<file path="src/hw/rtl/input_event_mapper_dblclick_assert.svh">
// ----------------------------------------------------------------------------
// input_event_mapper_dblclick assertion macros
// Implication checks on the block clock, disabled while reset is asserted.
// ----------------------------------------------------------------------------
`ifndef INPUT_EVENT_MAPPER_DBLCLICK_ASSERT_SVH
`define INPUT_EVENT_MAPPER_DBLCLICK_ASSERT_SVH

`ifndef ASSERT_OFF

// same-cycle implication
`define IEMD_ASSERT_IMP(label, clk, rst_n, ante, cons, msg) \
	label: assert property (@(posedge clk) disable iff (!rst_n) (ante) |-> (cons)) \
		else $error(msg);

// next-cycle implication
`define IEMD_ASSERT_NEXT(label, clk, rst_n, ante, cons, msg) \
	label: assert property (@(posedge clk) disable iff (!rst_n) (ante) |=> (cons)) \
		else $error(msg);

`else

`define IEMD_ASSERT_IMP(label, clk, rst_n, ante, cons, msg)
`define IEMD_ASSERT_NEXT(label, clk, rst_n, ante, cons, msg)

`endif

`endif

</file>
<file path="src/hw/rtl/iemd_pkg.sv">
// ----------------------------------------------------------------------------
// iemd_pkg
// Shared types and constants of the input event mapper.
// ----------------------------------------------------------------------------
`default_nettype none

package iemd_pkg;

	// field widths
	localparam int OP_W       = 3;
	localparam int KEY_CODE_W = 10;
	localparam int DELTA_W    = 16;
	localparam int MOVE_W     = 23;
	localparam int SENS_W     = 10;
	localparam int TICK_W     = 4;
	localparam int CFG_IDX_W  = 2;
	localparam int CFG_DATA_W = 10;
	localparam int MMASK_W    = 3;
	localparam int JMASK_W    = 6;

	// event kinds
	localparam logic [OP_W-1:0] OP_KEY_DOWN = 3'd0;
	localparam logic [OP_W-1:0] OP_KEY_UP   = 3'd1;
	localparam logic [OP_W-1:0] OP_MOUSE    = 3'd2;
	localparam logic [OP_W-1:0] OP_JOY      = 3'd3;
	localparam logic [OP_W-1:0] OP_TICK     = 3'd4;

	// register indexes
	localparam logic [CFG_IDX_W-1:0] CFG_MOUSE_SENS = 2'd0;
	localparam logic [CFG_IDX_W-1:0] CFG_LOOK_SENS  = 2'd1;
	localparam logic [CFG_IDX_W-1:0] CFG_TICK_STEP  = 2'd2;

	localparam logic [SENS_W-1:0] SENS_RESET = 10'd10;
	localparam logic [TICK_W-1:0] TICK_RESET = 4'd1;

	// scaling: |d| * (sens + 1) fits 26 bits, then divide by 10
	localparam int SCALE_DIV   = 10;
	localparam int PROD_W      = 26;
	localparam int RECIP_SHIFT = 30;
	localparam int RECIP_W     = 27;
	localparam int QUOT_W      = 22;
	localparam logic [RECIP_W-1:0] RECIP_K =
		RECIP_W'(((64'd1 << RECIP_SHIFT) + 64'(SCALE_DIV - 1)) / 64'(SCALE_DIV));

	// double-click detector
	localparam int TIMER_W = 8;
	localparam int CLICK_W = 2;
	localparam logic [TIMER_W-1:0] TIMER_MAX         = 8'd255;
	localparam logic [TIMER_W-1:0] TIMER_LIMIT       = 8'd20;
	localparam logic [CLICK_W-1:0] CLICKS_FOR_DOUBLE = 2'd2;

	typedef struct packed {
		logic [TIMER_W-1:0] timer;
		logic               level;
		logic [CLICK_W-1:0] count;
	} det_state_t;

endpackage

`default_nettype wire

</file>
<file path="src/hw/rtl/iemd_click_det.sv">
// ----------------------------------------------------------------------------
// iemd_click_det
// Double-click detector for one button: saturating timer, level, click count.
// ----------------------------------------------------------------------------
`default_nettype none

module iemd_click_det
	import iemd_pkg::*;
(
	input  wire logic              clk,
	input  wire logic              arst_n,
	input  wire logic              en,
	input  wire logic              level,
	input  wire logic [TICK_W-1:0] step,
	output logic                   dbl
);

	det_state_t         st_q;
	det_state_t         st_d;
	logic [CLICK_W-1:0] cnt_inc;
	logic [TIMER_W:0]   t_sum;

	always_comb begin
		st_d    = st_q;
		dbl     = 1'b0;
		cnt_inc = level ? st_q.count + 2'd1 : st_q.count;
		t_sum   = {1'b0, st_q.timer} + {{(TIMER_W + 1 - TICK_W){1'b0}}, step};
		if (level != st_q.level && st_q.timer > TIMER_W'(1)) begin
			st_d.level = level;
			if (cnt_inc == CLICKS_FOR_DOUBLE) begin
				// second click: timer holds its value
				st_d.count = '0;
				dbl        = 1'b1;
			end else begin
				st_d.count = cnt_inc;
				st_d.timer = '0;
			end
		end else begin
			st_d.timer = (t_sum > {1'b0, TIMER_MAX}) ? TIMER_MAX : t_sum[TIMER_W-1:0];
			if (st_d.timer > TIMER_LIMIT) begin
				st_d.count = '0;
				st_d.level = 1'b0;
			end
		end
	end

	always_ff @(posedge clk or negedge arst_n) begin
		if (!arst_n) begin
			st_q <= '0;
		end else if (en) begin
			st_q <= st_d;
		end
	end

endmodule

`default_nettype wire

</file>
<file path="config.mk">
export PLATFORM = sky130hd
export DESIGN_NAME = iemd_click_det
export DESIGN_NICKNAME = d
export VERILOG_FILES = /design/src/hw/rtl/input_event_mapper_dblclick_assert.svh /design/src/hw/rtl/iemd_pkg.sv /design/src/hw/rtl/iemd_click_det.sv
export SDC_FILE = /design/constraint.sdc
export NUM_CORES = 1
export LEC_CHECK = 0
export BUFFER_PORTS_ARGS = -buffer_cell sky130_fd_sc_hd__buf_2
export CORE_MARGIN = 3
export CORE_UTILIZATION = 60
export DETAILED_ROUTE_END_ITERATION = 6
export PLACE_DENSITY = 0.9
export SETUP_SLACK_MARGIN = 0.5
export SLEW_MARGIN = 20
export SYNTH_ARGS = -nofsm -noshare
export SYNTH_HDL_FRONTEND = slang
export SYNTH_SLANG_ARGS = --single-unit
</file>
<file path="constraint.sdc">
create_clock -name clk -period 4.54 [get_ports clk]
set_input_delay 0.681 -clock clk [delete_from_list [all_inputs] [get_ports clk]]
set_output_delay 0.681 -clock clk [all_outputs]
set_load 0.1 [all_outputs]
</file>
# [Yosys cells after proc, flatten, opt, wreduce, memory -nomap -nowiden]
# Index checks and enable logic that the tools add are counted.
[totals] reg_bits=11 input_bits=8 out_inout_bits=1 word_cells=23
[classes] add_sub_neg=2 magnitude_cmp=3 eq_ne=3 mux=8 n_reduce_logical=4
[op_table] op="$mux W8" n=2
[op_table] op="$mux W11" n=1
[op_table] op="$add A8 B4 Y9" n=1
[op_table] op="$gt A9 B8 Y1 const B" n=1
[op_table] op="$gt A8 B1 Y1 const B" n=1
[op_table] op="$gt A8 B5 Y1 const B" n=1
[op_table] op="$mux W2" n=2
[op_table] op="$reduce_and A2 Y1" n=2
[op_table] op="$mux W3" n=1
[op_table] op="$add A2 B1 Y2 const B" n=1
[op_table] op="$eq A2 B2 Y1 const B" n=1
[op_table] op="$mux W1" n=2
[op_table] op="$ne A2 B2 Y1 const B" n=1
[op_table] op="$reduce_bool A2 Y1" n=1
[op_table] op="$logic_and A1 B1 Y1" n=1
[op_table] op="$ne A1 B1 Y1" n=1

# [Depth between registers and ports, before layout]
[logic_depth] word_depth=6 ltp_mapped=8 ltp_nobuf=8

# [Least setup slack after synthesis]
# Ideal clock, no wire load.
[synth_path] kind="in2reg" start="input port level" end="register st_q[9] (netlist name)" setup_time_ps=140 t_arrival_ps=3449 t_required_ps=4400 setup_slack_ps=952 path_stages=7 n_path_buf=1 cell_sequence="clkbuf_1 xor2_1 o41ai_4 a21oi_1 nor2b_1 a21oi_1 a21oi_1"
[synth_via] elab_chain_cells=4 word_cells_on_any_way=7 classes_between="3 x eq/ne; 2 x mux; 2 x reduce/logical"
[synth_lines] item="start: declaration" line_no="iemd_click_det.sv:13" source="input wire logic level,"
[synth_lines] item="$mux W2 / $ne A1 B1 Y1 (equally long branches)" line_no="iemd_click_det.sv:26, iemd_click_det.sv:28"
[synth_lines] item="$eq A2 B2 Y1 / $logic_and A1 B1 Y1 (equally long branches)" line_no="iemd_click_det.sv:30, iemd_click_det.sv:28"
[synth_lines] item="$ne A2 B2 Y1 (no source line)"
[synth_lines] item="$reduce_and A2 Y1 (no source line)"
[synth_lines] item="end signal: assignment" line_no="iemd_click_det.sv:51" source="st_q <= st_d;"
[synth_lines] item="end: declaration" line_no="iemd_click_det.sv:18" source="det_state_t st_q;"
# Several ways; a longest one is shown, not always the timed one.
# A chain may end at the register's enable or synchronous reset.

# [Worst setup path in the final report]
[layout_path] start="input port step[0]" end="register st_q[2] (netlist name)"
[layout_via] elab_chain_cells=6
[layout_lines] item="start: declaration" line_no="iemd_click_det.sv:14" source="input wire logic [TICK_W-1:0] step,"
[layout_lines] item="$add A8 B4 Y9 (*)" line_no="iemd_click_det.sv:27" source="t_sum = {1'b0, st_q.timer} + {{(TIMER_W + 1 - TICK_W){1'b0}}, step};"
[layout_lines] item="$gt A9 B8 Y1" line_no="iemd_click_det.sv:39" source="st_d.timer = (t_sum > {1'b0, TIMER_MAX}) ? TIMER_MAX : t_sum[TIMER_W-1:0];"
[layout_lines] item="$mux W8 (*)" line_no="iemd_click_det.sv:39"
[layout_lines] item="$gt A8 B5 Y1 (*)" line_no="iemd_click_det.sv:40" source="if (st_d.timer > TIMER_LIMIT) begin"
[layout_lines] item="$reduce_bool A2 Y1 (no source line) (*)"
[layout_lines] item="$reduce_and A2 Y1 (no source line) (*)"
# Mark *: on every way between the ends. The rest lies on a longest branch, timed or not.

==> results.toml <==
[timing]
finClkSkew_ns = 0.00245
max_slew_violations = 0
timing.setup.tns_ns = 0
clock.fmax_ghz = 0.310
timing_worst_slew_pin_value_ns = 0.612
period_minus_slack_ns = 3.23
timing_hold_violations_final = 0
final_min_period_over_clock_period_pct = 71.2
finalSetupViolations = 0
layout_setup_ws_ns = 1.31
max_slew_margin_pct = 59.0
setup_repair_after_global_routing_missed_its_margin = "no"

[critical_path]
crit_slowest_cell = "sky130_fd_sc_hd__a211oi_1"
critical_path_buf_inv_count = 1
crit_path_start = "step[0]"
critical_path.max_stage_delay_ns = 0.48
critPathArrivalTime_ns = 3.38
timing.rr.start = "st_q[3]$_DFFE_PN0P_"
path_delay_family = "compound AO/OA/AOI/OAI gates"
critical_path.endpoint_type = "flip-flop"
timing.critical_path.cells = "buf_2 > ha_1 > fa_1 > a211oi_1 > nor2_1 > o21a_2 > a2111o_1 > o31ai_2 > mux2_1"
timing.setup.critical_path_class = "in2reg"
worstPathMaxFanout = 4
startpoint_type = "primary input"
worstPathRequired_ns = 4.69
worst-r2r-cell-count = 8
worstReg2RegEnd = "st_q[2]$_DFFE_PN0P_"
setup.reg_to_reg.worst_slack_ns = 1.44

[logic_synthesis]
ys_dominant_reg_cell = "sky130_fd_sc_hd__dfrtp_1"
netlist-cell-type-count = 40
synth_simple_gate_area_share_pct = 19.7
yosys-mux-area-fraction_pct = 1.31
cell_area_after_technology_mapping_um2 = 858
synth_fa_ha_area_share_pct = 8.16
syn_area_per_cell_um2 = 8.94
asyncSetResetFlopFracSynth_pct = 100
synth-compound-area-share_pct = 29.9
ys_seq_area_share_pct = 32.1
ys_seq_elements = 11
yosys.area_share.xor_xnor_pct = 4.08
yosysWarningCount = 0
synth_top_family_by_area = "compound AO/OA/AOI/OAI gates"
synth_enable_flop_cells = 0
mappedNetlistNets = 109
syn_inst = 96

[drt]
vias_per_cell = 6.32
drt_first_iter_violations = 17
drtPass1Iterations = 4
ant_nets = 0
route.detailed.wl_per_inst_um = 15.2
detail_route.wirelength_um = 1790
vias = 746
drt_drc_violations_left = 0

[global_routing]
grt_pass1_wl_um = 2980
first_global_vias = 699
grt_antenna_before_repair = 0
grt_start_max_net_pins = 12
globalRouteTotalUtil_pct = 20.8
grt_overflow_total = 0

[place]
pre_cts_slack_ns = 1.08
place.port_buffers = 8
place.detailed.hpwl_um = 1350
finalWeightedCongestion = 0.794

[power]
p_leak_nw = 0.394
power_per_cell_area_nw_per_um2 = 601
ir_worst_vdd_mv = 0.323

[run]
drv.max_cap_violation_count = 0

[clock_network]
cts.repair.resized = 0
deepest_level_of_the_cts_h_tree = 1
post-cts-setup-buffer-count = 0
library_cell_used_as_clock_root_buffer = "sky130_fd_sc_hd__clkbuf_4"
cts-buffers-inserted = 3
cts_hold_repair.buffers = 0
clock_tree.buffer_depth = 2
path_clk_slew_ns = 0.06
insertion_delay_ns = 0.26
cts_tree = "yes"
clkSinkCount = 11

[floorplanning]
die-width_um = 43.8
core-area_um2 = 1320
chipHeight_um = 43.8
dieArea_um2 = 1920
core.rowCount = 13
start_util_pct = 65.1
boundaryPins = 9

[layout]
layout.filler_cells = 108
largest-register = "st_q"
layout.cells.most_common = "sky130_fd_sc_hd__dfrtp_1"
reg_top3 = "st_q (11)"
post_route_cells_drive_above_1_share_pct = 18.4
highest_count_cells_in_the_layout_ignoring_fill_and_taps = "sky130_fd_sc_hd__dfrtp_1, sky130_fd_sc_hd__o21ai_0, sky130_fd_sc_hd__nand2_1, sky130_fd_sc_hd__a21oi_1, sky130_fd_sc_hd__buf_2"
inserted_diodes = 0
largest_register_ff_count = 11
multi_input_logic_area_um2 = 542
ff_latch_area_um2 = 275
finish.net_count = 117
layout-area-overhead-vs-synth_pct = 6.41

[hold_path]
timing.hold.worst.class = "in2async"

[outcome]
status = "complete, no violations"
[power by group]
group          total (mW)  leakage, nW  internal (mW)  switching (mW)
registers           0.174        0.145          0.129          0.0450
logic               0.311        0.234          0.131           0.180
clock network      0.0635       0.0150         0.0340          0.0295
[metrics by stage]
step	instance area, µm²	hold slack [ns]	instances	util [%]	power (mW)
6_report	913	0.267	118	69.3	0.549
5_1_grt	913	0.260	118	69.3	0.591
4_1_cts	913	0.270	118	69.3	0.546
3_5_place_dp	887	0.481	114	67.3	0.474
3_3_place_gp	887	0.479	114	67.3	0.462
2_1_floorplan	858	0.385	96	-	0.425
[logic make-up (layout without fill, tap and decap cells)]
logic type	after synthesis	after routing
and+or+nand+nor	31	31
xor gates and xnor gates	4	4
buffers and inverters	8	15
AOI/OAI and AO/OA	36	36
muxes	1	1
adders and majority gates	5	5
DFF	11	11
[final cells by class]
| type | instances | area share [%] |
|---|---|---|
| clock buffers | 4 | 2.88 |
| inverters | 3 | 1.23 |
| multi-input cells | 77 | 59.3 |
| flip-flops and latches | 11 | 30.1 |
| well taps | 15 | 2.05 |
| repair buffers | 8 | 4.38 |
[routing by layer]
metal / up-vias / track usage [%] / part of all wire, %
li1: 373 / - / -
met1: 351 / 25.2 / 45
met2: 20 / 34.9 / 49
met3: 2 / 7.88 / 5.2
met4: 0 / 4.82 / 0.61
met5: - / 0 / 0
[how the worst max path moves through the flow]
stage | endpoint | slack [ns] | depth (start not counted)
6_report | st_q[2]$_DFFE_PN0P_ | 1.31 | 9
5_1_grt | st_q[2]$_DFFE_PN0P_ | 1.20 | 9
4_1_cts | st_q[2]$_DFFE_PN0P_ | 1.32 | 9
3_5_place_dp | st_q[2]$_DFFE_PN0P_ | 1.08 | 9
3_3_place_gp | st_q[2]$_DFFE_PN0P_ | 1.19 | 9
2_1_floorplan | st_q[9]$_DFFE_PN0P_ | 0.95 | 7
[synth_stat cells (2+ instances only)]
| cell | number | area, µm² |
|---|---|---|
| sky130_fd_sc_hd__clkbuf_1 | 3 | 11.3 |
| sky130_fd_sc_hd__o21a_1 | 2 | 15.0 |
| sky130_fd_sc_hd__o21ai_0 | 10 | 50.1 |
| sky130_fd_sc_hd__a21oi_1 | 8 | 40.0 |
| sky130_fd_sc_hd__nand3b_1 | 2 | 15.0 |
| sky130_fd_sc_hd__a211oi_1 | 3 | 22.5 |
| sky130_fd_sc_hd__ha_1 | 4 | 50.1 |
| sky130_fd_sc_hd__nand3_1 | 2 | 10.0 |
| sky130_fd_sc_hd__inv_1 | 2 | 7.51 |
| sky130_fd_sc_hd__nor3_1 | 3 | 15.0 |
| sky130_fd_sc_hd__nand2b_1 | 2 | 12.5 |
| sky130_fd_sc_hd__dfrtp_1 | 11 | 275 |
| sky130_fd_sc_hd__nand2_1 | 10 | 37.5 |
| sky130_fd_sc_hd__nor2_1 | 6 | 22.5 |
| sky130_fd_sc_hd__xor2_1 | 3 | 26.3 |
No activity file was read; power rests on OpenSTA's default activity.
